===== config.mk =====
export PLATFORM = sky130hd
export DESIGN_NAME = rpvs_ctrl
export DESIGN_NICKNAME = d
export VERILOG_FILES = /design/src/rpvs_pkg.sv /design/src/rpvs_ctrl.sv
export SDC_FILE = /design/constraint.sdc
export NUM_CORES = 1
export LEC_CHECK = 0
export BUFFER_PORTS_ARGS = -buffer_cell sky130_fd_sc_hd__buf_2
export CORE_ASPECT_RATIO = 0.5
export CORE_MARGIN = 2
export CORE_UTILIZATION = 33
export DETAILED_ROUTE_END_ITERATION = 6
export PLACE_DENSITY = 0.56
export SLEW_MARGIN = 5
export SYNTH_ARGS = -nofsm -noshare
export SYNTH_HDL_FRONTEND = slang
export SYNTH_SLANG_ARGS = --single-unit

===== constraint.sdc =====
create_clock -name i_clk -period 4.37 [get_ports i_clk]
set_input_delay 0.437 -clock i_clk [delete_from_list [all_inputs] [get_ports i_clk]]
set_output_delay 0.437 -clock i_clk [all_outputs]
set_load 0.02 [all_outputs]

===== src/rpvs_pkg.sv =====
package rpvs_pkg;

    // Width of the per-bead micro-step counter.
    localparam int PH_W = 4;

    // Last micro-step of each sequence.
    localparam logic [PH_W-1:0] PH_SETUP_LAST = 4'd4;
    localparam logic [PH_W-1:0] PH_KICK_LAST  = 4'd3;
    localparam logic [PH_W-1:0] PH_DRIFT_LAST = 4'd8;
    localparam logic [PH_W-1:0] PH_FORCE_LAST = 4'd11;

    // Configuration register indexes.
    localparam logic [2:0] CFG_TIME_STEP   = 3'd0;
    localparam logic [2:0] CFG_RING_FREQ   = 3'd1;
    localparam logic [2:0] CFG_MASS        = 3'd2;
    localparam logic [2:0] CFG_INV_MASS    = 3'd3;
    localparam logic [2:0] CFG_EXT_FREQ    = 3'd4;
    localparam logic [2:0] CFG_REST_POS    = 3'd5;

    typedef enum logic [1:0] {
        ACT_LOAD = 2'd0,
        ACT_PREP = 2'd1,
        ACT_STEP = 2'd2,
        ACT_NOP  = 2'd3
    } t_action;

    typedef enum logic [2:0] {
        S_IDLE,
        S_LOAD,
        S_SETUP,
        S_KICK1,
        S_DRIFT,
        S_FORCE,
        S_KICK2,
        S_DONE
    } t_state;

    // Datapath micro-operations.
    typedef enum logic [4:0] {
        U_NOP,
        U_LOAD,
        U_SU_MKS,
        U_SU_MKE,
        U_SU_MDT,
        U_SU_KE,
        U_SU_DT2,
        U_KI_MUL,
        U_KI_WR,
        U_DR_MV,
        U_DR_MPP,
        U_DR_V,
        U_DR_MQ,
        U_DR_MY,
        U_DR_MH,
        U_DR_WR,
        U_DR_ACC,
        U_FO_RN,
        U_FO_RP,
        U_FO_LP,
        U_FO_LX,
        U_FO_MKD,
        U_FO_MKX,
        U_FO_KD,
        U_FO_KX,
        U_FO_MQ,
        U_FO_MH,
        U_FO_ACC,
        U_FO_WR
    } t_uop;

    typedef struct packed {
        t_uop uop;
        logic take;
        logic slot_inc;
        logic out_load;
    } t_cmd;

    typedef struct packed {
        logic last_slot;
    } t_stat;

endpackage


===== src/rpvs_ctrl.sv =====
module rpvs_ctrl import rpvs_pkg::*; (
    input  logic       i_clk,
    input  logic       i_rst_n,
    input  logic       i_in_valid,
    output logic       o_in_ready,
    input  logic [1:0] i_action,
    output logic       o_out_valid,
    input  logic       i_out_ready,
    output t_cmd       o_cmd,
    input  t_stat      i_stat
);

    t_state          r_state, n_state;
    logic [PH_W-1:0] r_phase, n_phase;
    t_action         r_act, n_act;
    logic            r_ovalid, n_ovalid;
    t_uop            c_uop;
    logic            c_last;
    logic            c_take;
    logic            c_out_load;

    assign c_take     = (r_state == S_IDLE) && i_in_valid;
    assign c_out_load = (r_state == S_DONE) && (!r_ovalid || i_out_ready);

    // Micro-step table for each sequence.
    always_comb begin
        c_uop  = U_NOP;
        c_last = 1'b0;
        case (r_state)
            S_LOAD: begin
                c_uop  = U_LOAD;
                c_last = 1'b1;
            end
            S_SETUP: begin
                c_last = (r_phase == PH_SETUP_LAST);
                case (r_phase)
                    4'd0:    c_uop = U_SU_MKS;
                    4'd1:    c_uop = U_SU_MKE;
                    4'd2:    c_uop = U_SU_MDT;
                    4'd3:    c_uop = U_SU_KE;
                    4'd4:    c_uop = U_SU_DT2;
                    default: c_uop = U_NOP;
                endcase
            end
            S_KICK1, S_KICK2: begin
                c_last = (r_phase == PH_KICK_LAST);
                case (r_phase)
                    4'd1:    c_uop = U_KI_MUL;
                    4'd3:    c_uop = U_KI_WR;
                    default: c_uop = U_NOP;
                endcase
            end
            S_DRIFT: begin
                c_last = (r_phase == PH_DRIFT_LAST);
                case (r_phase)
                    4'd1:    c_uop = U_DR_MV;
                    4'd2:    c_uop = U_DR_MPP;
                    4'd3:    c_uop = U_DR_V;
                    4'd4:    c_uop = U_DR_MQ;
                    4'd5:    c_uop = U_DR_MY;
                    4'd6:    c_uop = U_DR_MH;
                    4'd7:    c_uop = U_DR_WR;
                    4'd8:    c_uop = U_DR_ACC;
                    default: c_uop = U_NOP;
                endcase
            end
            S_FORCE: begin
                c_last = (r_phase == PH_FORCE_LAST);
                case (r_phase)
                    4'd0:    c_uop = U_FO_RN;
                    4'd1:    c_uop = U_FO_RP;
                    4'd2:    c_uop = U_FO_LP;
                    4'd3:    c_uop = U_FO_LX;
                    4'd4:    c_uop = U_FO_MKD;
                    4'd5:    c_uop = U_FO_MKX;
                    4'd6:    c_uop = U_FO_KD;
                    4'd7:    c_uop = U_FO_KX;
                    4'd8:    c_uop = U_FO_MQ;
                    4'd9:    c_uop = U_FO_MH;
                    4'd10:   c_uop = U_FO_ACC;
                    4'd11:   c_uop = U_FO_WR;
                    default: c_uop = U_NOP;
                endcase
            end
            default: begin
                c_uop  = U_NOP;
                c_last = 1'b0;
            end
        endcase
    end

    // Next state.
    always_comb begin
        n_state = r_state;
        n_act   = r_act;
        case (r_state)
            S_IDLE: begin
                if (c_take) begin
                    n_act = t_action'(i_action);
                    case (t_action'(i_action))
                        ACT_LOAD: n_state = S_LOAD;
                        ACT_PREP: n_state = S_SETUP;
                        ACT_STEP: n_state = S_SETUP;
                        default:  n_state = S_DONE;
                    endcase
                end
            end
            S_LOAD:  n_state = S_DONE;
            S_SETUP: begin
                if (c_last) begin
                    n_state = (r_act == ACT_STEP) ? S_KICK1 : S_FORCE;
                end
            end
            S_KICK1: begin
                if (c_last && i_stat.last_slot) begin
                    n_state = S_DRIFT;
                end
            end
            S_DRIFT: begin
                if (c_last && i_stat.last_slot) begin
                    n_state = S_FORCE;
                end
            end
            S_FORCE: begin
                if (c_last && i_stat.last_slot) begin
                    n_state = (r_act == ACT_STEP) ? S_KICK2 : S_DONE;
                end
            end
            S_KICK2: begin
                if (c_last && i_stat.last_slot) begin
                    n_state = S_DONE;
                end
            end
            S_DONE: begin
                if (c_out_load) begin
                    n_state = S_IDLE;
                end
            end
            default: n_state = S_IDLE;
        endcase

        // The micro-step counter only runs inside a sequence.
        if (n_state != r_state || c_last || r_state == S_IDLE || r_state == S_DONE) begin
            n_phase = '0;
        end else begin
            n_phase = r_phase + 4'd1;
        end

        if (c_out_load) begin
            n_ovalid = 1'b1;
        end else if (i_out_ready) begin
            n_ovalid = 1'b0;
        end else begin
            n_ovalid = r_ovalid;
        end
    end

    // Commands to the datapath.
    always_comb begin
        o_cmd.uop      = c_uop;
        o_cmd.take     = c_take;
        o_cmd.out_load = c_out_load;
        o_cmd.slot_inc = c_last && (r_state == S_KICK1 || r_state == S_DRIFT ||
                                    r_state == S_FORCE || r_state == S_KICK2);
    end

    assign o_in_ready  = (r_state == S_IDLE);
    assign o_out_valid = r_ovalid;

    always_ff @(posedge i_clk) begin
        if (!i_rst_n) begin
            r_state  <= S_IDLE;
            r_phase  <= '0;
            r_act    <= ACT_NOP;
            r_ovalid <= 1'b0;
        end else begin
            r_state  <= n_state;
            r_phase  <= n_phase;
            r_act    <= n_act;
            r_ovalid <= n_ovalid;
        end
    end

    // A taken request closes the input until its result is queued.
    a_take_closes: assert property (@(posedge i_clk) disable iff (!i_rst_n)
        (i_in_valid && o_in_ready) |=> !o_in_ready)
        else $error("input stayed open after a request was taken");

    // Queuing a result always raises the output valid.
    a_load_valid: assert property (@(posedge i_clk) disable iff (!i_rst_n)
        o_cmd.out_load |=> o_out_valid)
        else $error("result queued without output valid");

    // The micro-step counter stays within the longest sequence.
    a_phase_range: assert property (@(posedge i_clk) disable iff (!i_rst_n)
        1'b1 |-> (r_phase <= PH_FORCE_LAST))
        else $error("micro-step counter out of range");

    // The bead counter never moves while idle.
    a_idle_hold: assert property (@(posedge i_clk) disable iff (!i_rst_n)
        (r_state == S_IDLE) |-> !o_cmd.slot_inc)
        else $error("bead counter moved while idle");

endmodule


### Yosys cells after proc, flatten, opt, wreduce, memory -nomap -nowiden

Memory sizes are Yosys's and may differ from the RTL's. A register that Yosys moved wholly into a read port is not among the register bits.
Cells that the tools add are included.

* register bits after elaboration: 10
* bits in read-only memories: 160
* output and inout bits: 10
* logic and storage cells: 64
* memories kept: 2

* $add $sub $neg: 1
* equal/unequal tests: 17
* muxes and demuxes: 19
* bitwise operators: 1
* reduce and logical (&&, ||, !) cells: 20

Memories
* (no name shown): depth 16, width 5, rd ports 1, clocked after memory_dff 1, wr ports 0, line rpvs_ctrl.sv:55 `case (r_phase)`
* (no name shown): depth 16, width 5, rd ports 1, clocked after memory_dff 1, wr ports 0, line rpvs_ctrl.sv:69 `case (r_phase)`

Operator list (number)
* one-hot mux 5 bit (5 select lines): 1
* two-way mux 3 bit: 8
* one-hot mux 3 bit (8 select lines): 1
* one-hot mux 3 bit (5 select lines): 1
* == test 3 bit, second input constant: 4
* == test 4 x 2 -> 1 bit, second input constant: 2
* == test 4 bit, second input constant: 2
* two-way mux 4 bit: 2
* one-hot mux 4 bit (2 select lines): 1
* logical OR 1 bit: 7
* == test 3 x 2 -> 1 bit, second input constant: 2
* one-hot mux 3 bit (2 select lines): 1
* OR reduction 2 bit: 3
* one-hot mux 1 bit (5 select lines): 1
* adder 4 x 1 -> 4 bit, second input constant: 1
* == test 2 bit, second input constant: 2
* == test 4 x 1 -> 1 bit, second input constant: 1
* == test 4 x 3 -> 1 bit, second input constant: 1
* logical AND 1 bit: 4
* logical NOT 4 bit: 1
* == test 3 x 1 -> 1 bit, second input constant: 1
* logical NOT 3 bit: 1
* two-way mux 1 bit: 3
* inequality test 3 bit: 1
* other kinds (6): 6

### Logic depth before layout (Yosys ltp)

* depth after elaboration: 12
* gate-level depth with buffers: 10
* depth with buffers taken out: 10

### Least setup slack after synthesis

OpenSTA, ideal clock, no wires.

* kind: flip-flop to flip-flop
* start point: reg r_phase[0]
* end point: reg (tool-made name)
* data arrival time: 2.046 ns
* data required time: 4.284 ns
* setup slack: 2.238 ns
* cell stages (with the launch flop): 10
* buffers on the path: 0
* period minus slack after synthesis: 2.132 ns
* path through: dfxtp_1 inv_1 ha_1 nand3b_4 o311a_4 nand3_2 nor2_1 ha_1 o211ai_2 a221oi_2

RTL lines
* from (decl): line rpvs_ctrl.sv:14 `logic [PH_W-1:0] r_phase, n_phase;`
* from (signal assigned): line rpvs_ctrl.sv:178 `r_phase <= n_phase;`

==> summary.txt <==
Route
  – Top sig layer: met4
  – # DRC: 0
  – Total routed wirelength: ~2.8 mm
  – WL met1: 1.415 mm
  – DR WL met3: a little over 80 um
  – Met2 WL post-DR: 1.287 mm
  – Detailed-route wire length per cell: 12.93 um
  – Post-route ant nets: 0
  – Initial DRC count: 31
  – Avg Vias per Cell: slightly below 5
  – Number of detailed-route iterations in the first pass: 4
  – Vias: between 1000 and 1500

CTS
  – Worst-skew pair later-pin latency: around 0.27 ns
  – Num CTS Buffers: 3
  – CTS H-tree depth: 1
  – Worst-path clk slew: 0.08 ns
  – # resized after CTS: 0
  – Clock buffer depth: 2
  – Clock sinks: 20
  – Root Buffer: clkbuf_8
  – Setup Buffers After CTS: 0
  – Hold-fix buffers, CTS: 0
  – CTS tree: built

Placement
  – HPWL after DPL: ~2.2 mm
  – Dpl cells: between 200 and 250
  – Routability cong.: 0.7455
  – Pre-CTS setup slack: roughly 1.9 ns
  – IO buf count: 16

Finish
  – Most frequent cells in the layout: dfxtp_1 (20), nand2_1 (18), buf_2 (16), inv_1 (15)
  – Fraction of layout instances using a drive strength above 1: 0.2169
  – Final core utilization: 0.3839
  – Antenna Cells: 0
  – Final #Nets: ~180
  – Commonest non-fill, non-tap cell in the layout: dfxtp_1
  – P&R area growth vs syn: 10.66%
  – Non-Filler Instances: between 200 and 250

Synthesis
  – Ys Warns: 0
  – Post-synth net total: between 150 and 200
  – Mapped cell area: ~1400 um^2
  – Mean post-synth cell area: 8.726 um^2
  – Post-synth cell types: 46
  – Seq cells post-synth: 20
  – Post-synth top flop: dfxtp_1
  – Post-synthesis sequential area ratio: 0.2941
  – Ys async rst share: 0
  – Cells after synthesis: 156
  – Number of enable flip-flop cells after synthesis: 0

Global routing
  – First-pass GRT wire length: 4.905 mm
  – Number of antenna violations at the first check in global routing: 0
  – Total grt overflow: 0
  – Global-route total usage across every layer: 0.1366
  – Vias in the first global route: approximately 1000
  – Largest net degree at the start of global routing: 22

Floorplanning
  – Initial core utilization: 0.3469
  – Core area: roughly 3900 um^2
  – IO Count: 17
  – Row Count: 16
  – Die Y: roughly 49 um
  – Die W: between 90 and 100 um
  – Die area: approximately 4700 um^2

STA
  – Max-slew violation count: 0
  – Slew headroom: 0.4484
  – RSZ-0062 raised after global routing: no
  – Final Worst Setup Slack: about 1.8 ns
  – Final setup TNS: 0 ns
  – Post-Route Skew: around 0.0083 ns
  – Slew @ Worst Pin: 0.8262 ns
  – Final cycle utilization of the critical path: 0.5779
  – Count of final hold-check violations: 0
  – Final setup violation count: 0
  – Achievable frequency: between 0.3 and 0.4 GHz
  – Tmin final: roughly 2.5 ns

Power and ir drop
  – Power Total: 889.7 uW
  – PD cells: between 500 and 600 nW/um^2
  – Worst vdd ir: between 0.0002 and 0.0003 V
  – Leakage: approximately 0.66 nW

Min path
  – Worst min-delay path class: input pin to flop

Critical path
  – Startpoint types: flop
  – Worst endpoint required time: slightly below 4 ns
  – Crit Path Max Fanout: 21
  – Critical path class: flop to primary output
  – Worst EP arrival: 2.09 ns
  – Endpoint type of the worst setup path: primary output

Run status
  – Result of the run: completed

Job
  – Max_cap viols: 0
-- power by group --
group,internal (mW),switching (mW)
Clock,0.122,0.0656
Sequential,0.227,0.0884
Combinational,0.165,0.221
Total,0.515,0.375
-- final cells by class --
class,instances,area (um^2)
timing repair buffer,16,80.08
clock inverter,1,30.03
fill,409,2417
multi-input combinational,111,830.8
inverter,15,56.30
tap,54,67.56
sequential,20,400.4
clock buffer,3,41.29
-- worst paths after layout --
check	startpoint	to	slack [ns]	cells after the start
worst max-delay path	r_state[0]	o_cmd[3]	1.84	6
worst min-delay path	i_rst_n	r_act[0]	0.44	2
worst max register to register	r_state[0]	flop	1.87	7
worst min register to register	r_act[1]	r_act[1]	0.49	2
-- through the flow --
step                hold slack [ns]  area [um^2]
floorplan                    0.4455         1361
global placement             0.4742         1435
detailed placement           0.4768         1435
CTS                          0.4371         1506
global route                 0.4490         1506
finish                       0.4367         1506
-- cell usage after synthesis (3+ instances only) --
cell	count	area (um^2)
nand2_1	18	67.56
a31oi_1	3	18.77
ha_1	9	112.6
inv_1	15	56.30
mux2i_1	4	40.04
a21oi_1	5	25.02
buf_4	5	37.54
nor2_1	9	33.78
nand3_1	6	30.03
nand2b_1	3	18.77
nor3_1	4	20.02
o211ai_1	7	52.55
dfxtp_1	20	400.4
o21ai_0	6	30.03
-- logic make-up after synthesis --
family                     count (synthesis)  synth area share
adders and majority gates                  9           0.08272
AOI/OAI and AO/OA                         37            0.2224
xor gates and xnor gates                   5           0.03769
buffers and inverters                     25           0.09558
DFF                                       20            0.2941
muxes                                      4           0.02941
and+or+nand+nor                           56            0.2381
-- metal layers --
layer | track usage | up-vias
li1 | - | 558
met1 | 0.1807 | 497
met2 | 0.2151 | 15
met3 | 0.03709 | 6
met4 | 0.04589 | 0
met5 | 0 | -
-- critical path, stage by stage, from the launching register on --
cell      delay [ns]
dfxtp_1         0.87
xor2_2          0.21
nand3_1         0.17
o21ai_0         0.11
o211ai_1        0.14
o31ai_1         0.11
buf_2           0.22
Power figures use the tool's default switching activity.
